<file path="config.mk">
export PLATFORM = sky130hd
export DESIGN_NAME = adaptive_lif_neuron_step
export DESIGN_NICKNAME = d
export VERILOG_FILES = /design/src/hdl/alif_pkg.sv /design/src/hdl/adaptive_lif_neuron_step.sv
export SDC_FILE = /design/constraint.sdc
export NUM_CORES = 1
export LEC_CHECK = 0
export BUFFER_PORTS_ARGS = -buffer_cell sky130_fd_sc_hd__buf_2
export CAP_MARGIN = 10
export CORE_ASPECT_RATIO = 1.75
export CORE_MARGIN = 5
export CORE_UTILIZATION = 40
export CTS_BUF_LIST = sky130_fd_sc_hd__clkbuf_8
export DETAILED_ROUTE_END_ITERATION = 16
export PLACE_DENSITY = 0.64
export SLEW_MARGIN = 5
export SYNTH_ARGS = -nofsm -noshare
export SYNTH_HDL_FRONTEND = slang
export SYNTH_SLANG_ARGS = --single-unit
</file>
<file path="constraint.sdc">
create_clock -name clk_i -period 4.5 [get_ports clk_i]
set_input_delay 0.225 -clock clk_i [delete_from_list [all_inputs] [get_ports clk_i]]
set_output_delay 0.225 -clock clk_i [all_outputs]
set_load 0.005 [all_outputs]
</file>
<file path="src/hdl/alif_pkg.sv">
// types, codes and constants shared by the adaptive lif neuron and its checker
// no dependencies

package alif_pkg;

  // input item of one tick
  typedef struct packed {
    logic signed [31:0] synaptic_input;
    logic signed [15:0] noise_sample;
  } in_item_t;

  // result item of one tick
  typedef struct packed {
    logic               spike;
    logic [1:0]         phase_out;
    logic signed [31:0] potential_out;
    logic [31:0]        threshold_out;
  } out_item_t;

  // neuron phase codes
  typedef enum logic [1:0] {
    PH_REST = 2'd0,
    PH_FIRE = 2'd1,
    PH_REFR = 2'd2
  } phase_e;

  // sequencer states
  typedef enum logic [3:0] {
    ST_IDLE,
    ST_ADD,
    ST_NOISE,
    ST_DECIDE,
    ST_MUL_THR,
    ST_DIV,
    ST_LEAK_LD,
    ST_LEAK,
    ST_LEAK_FIN,
    ST_OUT
  } state_e;

  // configuration register indexes
  localparam logic [1:0] CFG_INIT_THR = 2'd0;
  localparam logic [1:0] CFG_RAISE    = 2'd1;
  localparam logic [1:0] CFG_LOWER    = 2'd2;

  localparam logic [31:0]        THR_RESET    = 32'd65536;
  localparam logic [15:0]        FACTOR_RESET = 16'd4096;
  localparam logic [15:0]        LEAK_Q16     = 16'd58982;
  localparam logic signed [31:0] POT_FLOOR    = -32'sd327680;

  // serial unit step counts
  localparam int MUL_STEPS = 16;
  localparam int DIV_STEPS = 44;
  localparam int CNT_W     = $clog2(DIV_STEPS);

endpackage

</file>
<file path="src/hdl/adaptive_lif_neuron_step.sv">
// adaptive leaky integrate-and-fire neuron, one tick per input transfer
// depends on alif_pkg
//
//  channel | signals                            | transfer when
//  --------+------------------------------------+-------------------------------
//  in      | in_valid_i, in_ready_o, in_data_i  | in_valid_i & in_ready_o
//  out     | out_valid_o, out_ready_i, out_data_o| out_valid_o & out_ready_i
//  cfg     | cfg_we_i, cfg_idx_i, cfg_wdata_i   | cfg_we_i (no wait, no read-back)
//
// a tick runs from input transfer to the result register; its length differs at
// rest or firing, when entering refractory and when returning to rest, and is
// set by one shared bit-serial shift-add multiplier (16 steps, threshold raise
// and leak) and a bit-serial restoring divider (44 steps)
// reset: potential 0, phase resting, threshold 1.0, both factors 1.0
// a new tick is taken once the previous result has been moved into the
// output register; a stalled output holds the sequencer in its last state

module adaptive_lif_neuron_step import alif_pkg::*; (
  input  logic        clk_i,
  input  logic        rst_ni,
  input  logic        in_valid_i,
  output logic        in_ready_o,
  input  in_item_t    in_data_i,
  output logic        out_valid_o,
  input  logic        out_ready_i,
  output out_item_t   out_data_o,
  input  logic        cfg_we_i,
  input  logic [1:0]  cfg_idx_i,
  input  logic [31:0] cfg_wdata_i
);

  // saturating 32-bit signed add
  function automatic logic signed [31:0] sat_add(input logic signed [31:0] a,
                                                 input logic signed [31:0] b);
    logic signed [32:0] s;
    s = {a[31], a} + {b[31], b};
    if (s[32] != s[31]) begin
      sat_add = s[32] ? 32'sh8000_0000 : 32'sh7fff_ffff;
    end else begin
      sat_add = s[31:0];
    end
  endfunction

  // control and architectural state
  state_e             state_q, state_d;
  phase_e             phase_q;
  logic signed [31:0] pot_q;
  logic [31:0]        thr_q;
  logic [15:0]        raise_q;
  logic [15:0]        lower_q;
  logic [CNT_W-1:0]   cnt_q;
  logic               out_valid_q;

  // working registers
  logic signed [31:0] syn_q;
  logic signed [15:0] noise_q;
  logic               spike_q;
  logic               neg_q;
  logic [31:0]        mcand_q;
  logic [47:0]        prod_q, prod_d;
  logic [15:0]        rem_q, rem_d;
  logic [43:0]        dvd_q, dvd_d;
  out_item_t          out_q;

  // sequencer strobes
  logic out_load;
  logic cnt_done;

  // serial multiplier step: multiplier bits sit in the low end of prod_q
  logic [32:0] mul_sum;
  always_comb begin
    mul_sum = {1'b0, prod_q[47:16]} + (prod_q[0] ? {1'b0, mcand_q} : 33'd0);
    prod_d  = {mul_sum, prod_q[15:1]};
  end

  // restoring divider step, quotient bits shift in from the right
  logic [16:0] div_r;
  logic [16:0] div_diff;
  logic        div_ge;
  always_comb begin
    div_r    = {rem_q, dvd_q[43]};
    div_diff = div_r - {1'b0, lower_q};
    div_ge   = div_r >= {1'b0, lower_q};
    rem_d    = div_ge ? div_diff[15:0] : div_r[15:0];
    dvd_d    = {dvd_q[42:0], div_ge};
  end

  // leak result: truncated magnitude, sign restored, clamped at the floor
  logic [31:0]        leak_mag;
  logic signed [31:0] leak_val;
  logic signed [31:0] leak_clamped;
  always_comb begin
    leak_mag     = prod_q[47:16];
    leak_val     = neg_q ? -$signed(leak_mag) : $signed(leak_mag);
    leak_clamped = (leak_val < POT_FLOOR) ? POT_FLOOR : leak_val;
  end

  // potential at or above threshold, signed against unsigned
  logic at_thr;
  assign at_thr = !pot_q[31] && ($unsigned(pot_q) >= thr_q);

  logic resting;
  assign resting = (phase_q != PH_FIRE) && (phase_q != PH_REFR);

  assign cnt_done = (cnt_q == '0);

  // next state
  always_comb begin
    state_d = state_q;
    case (state_q)
      ST_IDLE:     if (in_valid_i) state_d = ST_ADD;
      ST_ADD:      state_d = ST_NOISE;
      ST_NOISE:    state_d = ST_DECIDE;
      ST_DECIDE: begin
        case (phase_q)
          PH_FIRE: state_d = ST_MUL_THR;
          PH_REFR: state_d = ST_DIV;
          default: state_d = ST_LEAK_LD;
        endcase
      end
      ST_MUL_THR:  if (cnt_done) state_d = ST_LEAK_LD;
      ST_DIV:      if (cnt_done) state_d = ST_LEAK_LD;
      ST_LEAK_LD:  state_d = ST_LEAK;
      ST_LEAK:     if (cnt_done) state_d = ST_LEAK_FIN;
      ST_LEAK_FIN: state_d = ST_OUT;
      ST_OUT:      if (out_load) state_d = ST_IDLE;
      default:     state_d = ST_IDLE;
    endcase
  end

  // handshake outputs and strobes
  always_comb begin
    in_ready_o = (state_q == ST_IDLE);
    out_load   = (state_q == ST_OUT) && (!out_valid_q || out_ready_i);
  end

  assign out_valid_o = out_valid_q;
  assign out_data_o  = out_q;

  // control and architectural state
  always_ff @(posedge clk_i or negedge rst_ni) begin
    if (!rst_ni) begin
      state_q     <= ST_IDLE;
      phase_q     <= PH_REST;
      pot_q       <= '0;
      thr_q       <= THR_RESET;
      raise_q     <= FACTOR_RESET;
      lower_q     <= FACTOR_RESET;
      cnt_q       <= '0;
      out_valid_q <= 1'b0;
    end else begin
      state_q <= state_d;

      // configuration writes, expected only while no tick is in flight
      if (cfg_we_i) begin
        case (cfg_idx_i)
          CFG_INIT_THR: thr_q   <= cfg_wdata_i;
          CFG_RAISE:    raise_q <= cfg_wdata_i[15:0];
          CFG_LOWER:    lower_q <= cfg_wdata_i[15:0];
          default:      ;
        endcase
      end

      if (out_load) begin
        out_valid_q <= 1'b1;
      end else if (out_ready_i) begin
        out_valid_q <= 1'b0;
      end

      case (state_q)
        ST_ADD:   pot_q <= sat_add(pot_q, syn_q);
        ST_NOISE: if (resting) pot_q <= sat_add(pot_q, {{16{noise_q[15]}}, noise_q});
        ST_DECIDE: begin
          case (phase_q)
            PH_FIRE: begin
              phase_q <= PH_REFR;
              cnt_q   <= CNT_W'(MUL_STEPS - 1);
            end
            PH_REFR: begin
              phase_q <= PH_REST;
              cnt_q   <= CNT_W'(DIV_STEPS - 1);
            end
            default: begin
              if (at_thr) begin
                phase_q <= PH_FIRE;
                pot_q   <= '0;
              end else begin
                phase_q <= PH_REST;
              end
            end
          endcase
        end
        ST_MUL_THR: begin
          cnt_q <= cnt_q - 1'b1;
          // last step: Q4.12 gain applied, saturate to 32 bits
          if (cnt_done) thr_q <= (prod_d[47:44] != '0) ? '1 : prod_d[43:12];
        end
        ST_DIV: begin
          cnt_q <= cnt_q - 1'b1;
          // zero divisor gives all ones and saturates the same way
          if (cnt_done) thr_q <= (dvd_d[43:32] != '0) ? '1 : dvd_d[31:0];
        end
        ST_LEAK_LD:  cnt_q <= CNT_W'(MUL_STEPS - 1);
        ST_LEAK:     cnt_q <= cnt_q - 1'b1;
        ST_LEAK_FIN: pot_q <= leak_clamped;
        default:     ;
      endcase
    end
  end

  // working registers, no reset needed
  always_ff @(posedge clk_i) begin
    case (state_q)
      ST_IDLE: begin
        if (in_valid_i) begin
          syn_q   <= in_data_i.synaptic_input;
          noise_q <= in_data_i.noise_sample;
        end
      end
      ST_DECIDE: begin
        spike_q <= resting && at_thr;
        mcand_q <= thr_q;
        prod_q  <= {32'd0, raise_q};
        rem_q   <= '0;
        dvd_q   <= {thr_q, 12'd0};
      end
      ST_MUL_THR: prod_q <= prod_d;
      ST_DIV: begin
        rem_q <= rem_d;
        dvd_q <= dvd_d;
      end
      ST_LEAK_LD: begin
        // multiply the magnitude so the shift truncates toward zero
        neg_q   <= pot_q[31];
        mcand_q <= pot_q[31] ? $unsigned(-pot_q) : $unsigned(pot_q);
        prod_q  <= {32'd0, LEAK_Q16};
      end
      ST_LEAK: prod_q <= prod_d;
      ST_OUT: begin
        if (out_load) begin
          out_q.spike         <= spike_q;
          out_q.phase_out     <= phase_q;
          out_q.potential_out <= pot_q;
          out_q.threshold_out <= thr_q;
        end
      end
      default: ;
    endcase
  end

endmodule

</file>
; ---- Yosys cells after proc, flatten, opt, wreduce, memory -nomap -nowiden
; Index checks and enable logic that the tools add are counted.
[totals]
regBits = 366
input_bits = 87
output_inout_bits = 69
wordCells = 120
[classes]
addsub = 7
n_lt_le_gt_ge = 3
n_eq_ne = 25
n_mux = 36
n_reduce_logical = 29
[op_table]
columns = op, count
row1 = $mux W32, 17
row2 = $pmux W48 S3, 1
row3 = $pmux W32 S2, 2
row4 = $pmux W32 S4, 1
row5 = $pmux W44 S2, 1
row6 = $add A32 B32 Y33, 2
row7 = $neg A32 Y32, 2
row8 = $pmux W4 S9, 1
row9 = $add A32 B16 Y33, 1
row10 = $ge A32 B32 Y1, 1
row11 = $lt A32 B20 Y1 const B, 1
row12 = $pmux W16 S2, 1
row13 = $pmux W6 S3, 1
row14 = $ge A17 B16 Y1, 1
row15 = $eq A4 B3 Y1 const B, 4
row16 = $mux W16, 1
row17 = $mux W4, 4
row18 = $sub A16 B16 Y16, 1
row19 = $ne A2 B2 Y1 const B, 7
row20 = $pmux W6 S2, 1
row21 = $reduce_bool A12 Y1, 1
row22 = $reduce_and A2 Y1, 5
row23 = $eq A4 B2 Y1 const B, 2
row24 = $eq A4 B4 Y1 const B, 2
row25 = other kinds (21), 39

; ---- Depth between registers and ports, before layout
[depth]
word_depth = 6
ltp_mapped = 17
mapped_depth_nobuf = 16

; ---- Worst setup path before layout
; OpenSTA, ideal clock, no wires.
[synth_timing]
path_type = flip-flop to flip-flop
startpoint = register prod_q[25]
endpoint = register pot_q[11]
setup_ps = 104
t_arrival_ps = 4380
required_time_ps = 4396
slack_ps = 17
path_stages_with_launch = 17
synth_period_minus_slack_ps = 4483
path_cell_list = edfxtp_1 -> or4_4 -> or4_4 -> or3_4 -> or2_4 -> or3_4 -> xnor2_1 -> nor3_1 -> a31oi_1 -> nor4_1 -> nand4_1 -> ha_1 -> nor2b_1 -> buf_1 -> clkbuf_1 -> a21oi_1 -> a221oi_1
[synth_via]
elab_chain_cells = 5
[synth_rtl]
columns = item, line_no
row1 = "start, declared", adaptive_lif_neuron_step.sv:60  ; logic [47:0] prod_q, prod_d;
row2 = "start signal, assigned", adaptive_lif_neuron_step.sv:223  ; prod_q <= {32'd0, raise_q};
row3 = "start signal, assigned", adaptive_lif_neuron_step.sv:227  ; ST_MUL_THR: prod_q <= prod_d;
row4 = "start signal, assigned", adaptive_lif_neuron_step.sv:236  ; prod_q <= {32'd0, LEAK_Q16};
row5 = $neg A32 Y32, adaptive_lif_neuron_step.sv:94  ; leak_val = neg_q ? -$signed(leak_mag) : $signed(leak_mag);
row6 = $mux W32 (*), adaptive_lif_neuron_step.sv:94
row7 = $lt A32 B20 Y1, adaptive_lif_neuron_step.sv:95  ; leak_clamped = (leak_val < POT_FLOOR) ? POT_FLOOR : leak_val;
row8 = $mux W32 (*), adaptive_lif_neuron_step.sv:95
row9 = $pmux W32 S4 (*), adaptive_lif_neuron_step.sv:170  ; case (state_q)
row10 = "end signal, assigned", adaptive_lif_neuron_step.sv:171  ; ST_ADD: pot_q <= sat_add(pot_q, syn_q);
row11 = "end signal, assigned", adaptive_lif_neuron_step.sv:172  ; ST_NOISE: if (resting) pot_q <= sat_add(pot_q, {{16{noise_q[15]}}, noise_q});
row12 = "end signal, assigned", adaptive_lif_neuron_step.sv:205  ; ST_LEAK_FIN: pot_q <= leak_clamped;
row13 = "end, declared", adaptive_lif_neuron_step.sv:47  ; logic signed [31:0] pot_q;
; Every way passes the cells marked *; elsewhere a longest branch is shown, timed or not.
; A chain may end at the register's enable or synchronous reset.

; ---- Worst setup path in the final report
[layout_timing]
startpoint = register prod_q[23]
endpoint = register pot_q[15]
; Same word-level chain as after synthesis.

==> flow_metrics.py <==
metrics = {
    "critical_path": {
        "slowest_delay_ps": 560,
        "critPathKind": "reg -> reg",
        "cp_max_fo": 8,
        "crit_path_start_kind": "register",
        "r2r_start": "prod_q[23]",
        "crit_chain": "or4_4 > or4_4 > or3_4 > or2_4 > or3_4 > xnor2_2 > nor3_2 > a31oi_1 > nor4_2 > nand4_1 > ha_4 > nor2b_4 > buf_6 > a21oi_1 > a221oi_2",
        "cp.required_ps": 5050,
        "critPathCaptureType": "register",
        "r2r_setup_slack_ps": 70,
        "arrival_ps": 4980,
        "ff2ff_path_depth": 15,
        "critPathSlowestCell": "or4_4",
        "reg2reg_to": "pot_q[15]",
    },
    "yosys": {
        "synthArstFlopShare": 0.2978,
        "ys_warn_count": 0,
        "netlist_instances": 2401,
        "syn_area_sq_um": 23240,
        "ys_ff_latch": 366,
        "synth-edff-count": 257,
        "yosysSeqAreaShare": 0.4497,
        "synth_flop_cell": "edfxtp_1",
        "avgSynthCellArea_sq_um": 9.678,
        "syn_nets": 2642,
        "yosys.cell_types.count": 82,
    },
    "timing": {
        "post-route-min-period_ps": 4431,
        "rsz0062_at_grt": "yes",
        "worst_slew_pin_slew_ps": 1216,
        "slew_headroom": 0.1865,
        "skew_ps": 51.13,
        "finalCritPeriodShare": 0.9848,
        "final.setup.tns_ps": 0,
        "hold_viol_final": 0,
        "drv_slew": 0,
        "fmax_mhz": 225.7,
        "setup_violations": 0,
    },
    "power_and_ir_drop": {
        "ir_drop_uv": 445.4,
        "powerDensity_nw_per_um2": 826.0,
        "total_power_mw": 22.85,
        "p_leak_nw": 11.05,
    },
    "global_route": {
        "grt_busiest_layer": "met2",
        "grtUsageTotal": 0.2488,
        "grtUsageMet2": 0.4303,
        "grt_pass1_vias": 20162,
        "grt_remaining_overflow": 0,
        "grtUsageMet1": 0.2746,
        "grt_pass1_wl_um": 119900,
        "antenna_found_initial": 2,
        "grt_max_degree": 68,
        "gr-usage-met3": 0.03260,
    },
    "routing": {
        "wl_per_cell_um": 23.00,
        "wirelength_um": 80510,
        "final_antenna_net_count": 0,
        "drtIter0Drc": 1408,
        "drt-pass1-iter-count": 5,
        "routed_via_density": 5.755,
        "drc": 0,
        "via_count": 20149,
    },
    "layout": {
        "fillers": 5395,
        "area_delta_synth_final_pct": 19.06,
        "nNetsFinal": 2920,
        "layout.cells.non_filler": 3501,
        "drive_gt1_frac": 0.1621,
        "final_area_sq_um": 27660,
    },
    "clock_tree": {
        "cts_tree": "built",
        "clk_latency_ps": 690,
        "clk_pin_slew_ps": 70,
        "clock_path_buffers": 3,
        "htreeDepth": 2,
        "cts.sink_count": 366,
        "cts_root_buf": "clkbuf_8",
        "cts_made_buffers": 56,
    },
    "place": {
        "place.gp.congestion": 0.9370,
        "port_buffers": 155,
        "dp.cells": 3304,
        "hpwl_um": 61630,
        "placed_area_sq_um": 25260,
    },
    "die": {
        "rows": 117,
        "fp.dieW_um": 192.2,
        "die_y_um": 328.8,
        "core_sq_um": 57820,
        "io_pins": 156,
        "initial_core_util": 0.4018,
        "dieArea_sq_um": 63200,
    },
    "flow_run": {
        "max_cap_violations": 0,
    },
    "status": {
        "status": "complete, no violations",
    },
    "worst_hold_path": {
        "hold_class": "in -> async",
    },
}
-- sequential cells by signal, indices dropped and copies added (netlist names), 32 cells and up --
name,count
prod_q,48
dvd_q,44
thr_q,32
out_data_o,67
pot_q,32
mcand_q,32
syn_q,32
-- logic make-up after synthesis --
| logic type | synth area share |
|---|---|
| AO/OA/AOI/OAI | 0.2000 |
| AND/OR/NAND/NOR | 0.1529 |
| flip-flops | 0.4497 |
| buffers and inverters | 0.03322 |
| XOR/XNOR | 0.05993 |
| adder cells (fa/ha/maj) | 0.08422 |
| multiplexers | 0.02009 |
-- worst max-delay path: cells and delay by family, from the launching register on --
family | cells | cell delay, ps
AND/OR/NAND/NOR | 9 | 2890
buffers and inverters | 1 | 170
AO/OA/AOI/OAI | 3 | 410
flip-flops | 1 | 390
adder cells (fa/ha/maj) | 1 | 310
XOR/XNOR | 1 | 150
-- synth_stat cells (all sizes together) (16+ instances only) --
library cell | number | area share
a211oi | 27 | 0.0089
a21o | 49 | 0.016
a21oi | 204 | 0.044
a221oi | 20 | 0.0075
a31oi | 23 | 0.0062
and2 | 50 | 0.013
and3 | 19 | 0.0051
clkbuf | 96 | 0.016
dfrtp | 106 | 0.11
edfxtp | 257 | 0.33
ha | 150 | 0.081
inv | 95 | 0.015
mux2 | 37 | 0.018
nand2 | 268 | 0.043
nand2b | 29 | 0.0081
nand3 | 41 | 0.0088
nand4 | 20 | 0.0054
nor2 | 157 | 0.025
nor2b | 44 | 0.012
nor3 | 35 | 0.0075
o211ai | 40 | 0.013
o21a | 22 | 0.0071
o21ai | 216 | 0.047
o21bai | 16 | 0.0052
o31ai | 44 | 0.015
or3 | 16 | 0.0047
xnor2 | 95 | 0.036
xor2 | 64 | 0.024
-- per-layer routing --
layer  part of all wire  routed length, um
met4              0.091               7336
met5                  0                  0
met1               0.37              29580
met3              0.051               4082
met2               0.49              39510
-- cells in the final DEF, fill, tap and decap left out, types with 10 or more instances in the layout --
master         synthesis  layout
a211oi_1              26      24
a21o_1                49      49
a21oi_1              204     194
a221oi_2               0      12
a31oi_1               23      23
a41oi_1               10      10
and2_1                50      49
and3_1                19      19
buf_2                  8     154
buf_4                  0      84
clkbuf_8               0      63
clkinv_2               0      12
dfrtp_1              106     106
dlygate4sd3_1          0      82
edfxtp_1             257     257
ha_1                 150     149
inv_1                 95     103
mux2_2                37      37
nand2_1              267     263
nand2b_1              28      28
nand3_1               41      41
nand4_1               20      20
nor2_1               157     154
nor2b_1               44      43
nor3_1                35      34
nor3b_1               13      12
nor4_1                13      12
o211ai_1              40      40
o21a_1                22      22
o21ai_0              214     211
o21bai_1              16      16
o31ai_1               42      42
o41ai_1               12      12
or3_1                 14      13
xnor2_1               95      94
xor2_1                64      64
-- report_power, final --
group	total (mW)	internal, mW	switching (mW)
clock network	3.23	1.77	1.46
logic	13.2	4.85	8.35
registers	6.42	5.24	1.18
total	22.9	11.9	11.0
-- timing repair --
action                                 4_1_cts  5_1_grt
hold buffers                                82        0
endpoints found under the hold margin      172        0
resized for setup                            1       46
setup endpoints to repair                    6       28
gates cloned                                 0        2
pin swaps                                    0       29
buffers inserted                             0        6
-- worst max-delay path by stage --
stage | cells after the start | slack [ps] | endpoint | startpoint
3_5_place_dp | 15 | -5 | pot_q[3] | prod_q[25]
4_1_cts | 15 | 4 | pot_q[3] | prod_q[25]
5_1_grt | 15 | -110 | pot_q[9] | prod_q[23]
6_report | 15 | 70 | pot_q[15] | prod_q[23]
3_3_place_gp | 15 | 60 | pot_q[25] | prod_q[25]
2_1_floorplan | 16 | 20 | pot_q[11] | prod_q[25]
-- metrics by stage --
stage	worst slack, ps	util	hold slack, ps
global placement	64.78	0.4369	400.3
detailed placement	-4.750	0.4369	403.1
CTS	3.663	0.4736	219.5
finish	68.58	0.4784	222.0
global route	-114.1	0.4784	238.8
floorplan	16.70	-	-70.59
-- area by class of cell --
cell class	instances	area [sq um]	share of cell area
flip-flops and latches	366	10450	0.3777
inverters	95	356.6	0.01289
well taps	773	967.2	0.03496
clock buffers	63	867.1	0.03134
repair buffers	328	2350	0.08494
diodes	1	2.502	0.00009046
multi-input cells	1832	12240	0.4425
clock inverters	43	430.4	0.01556
(Power assumes the default switching activity.)
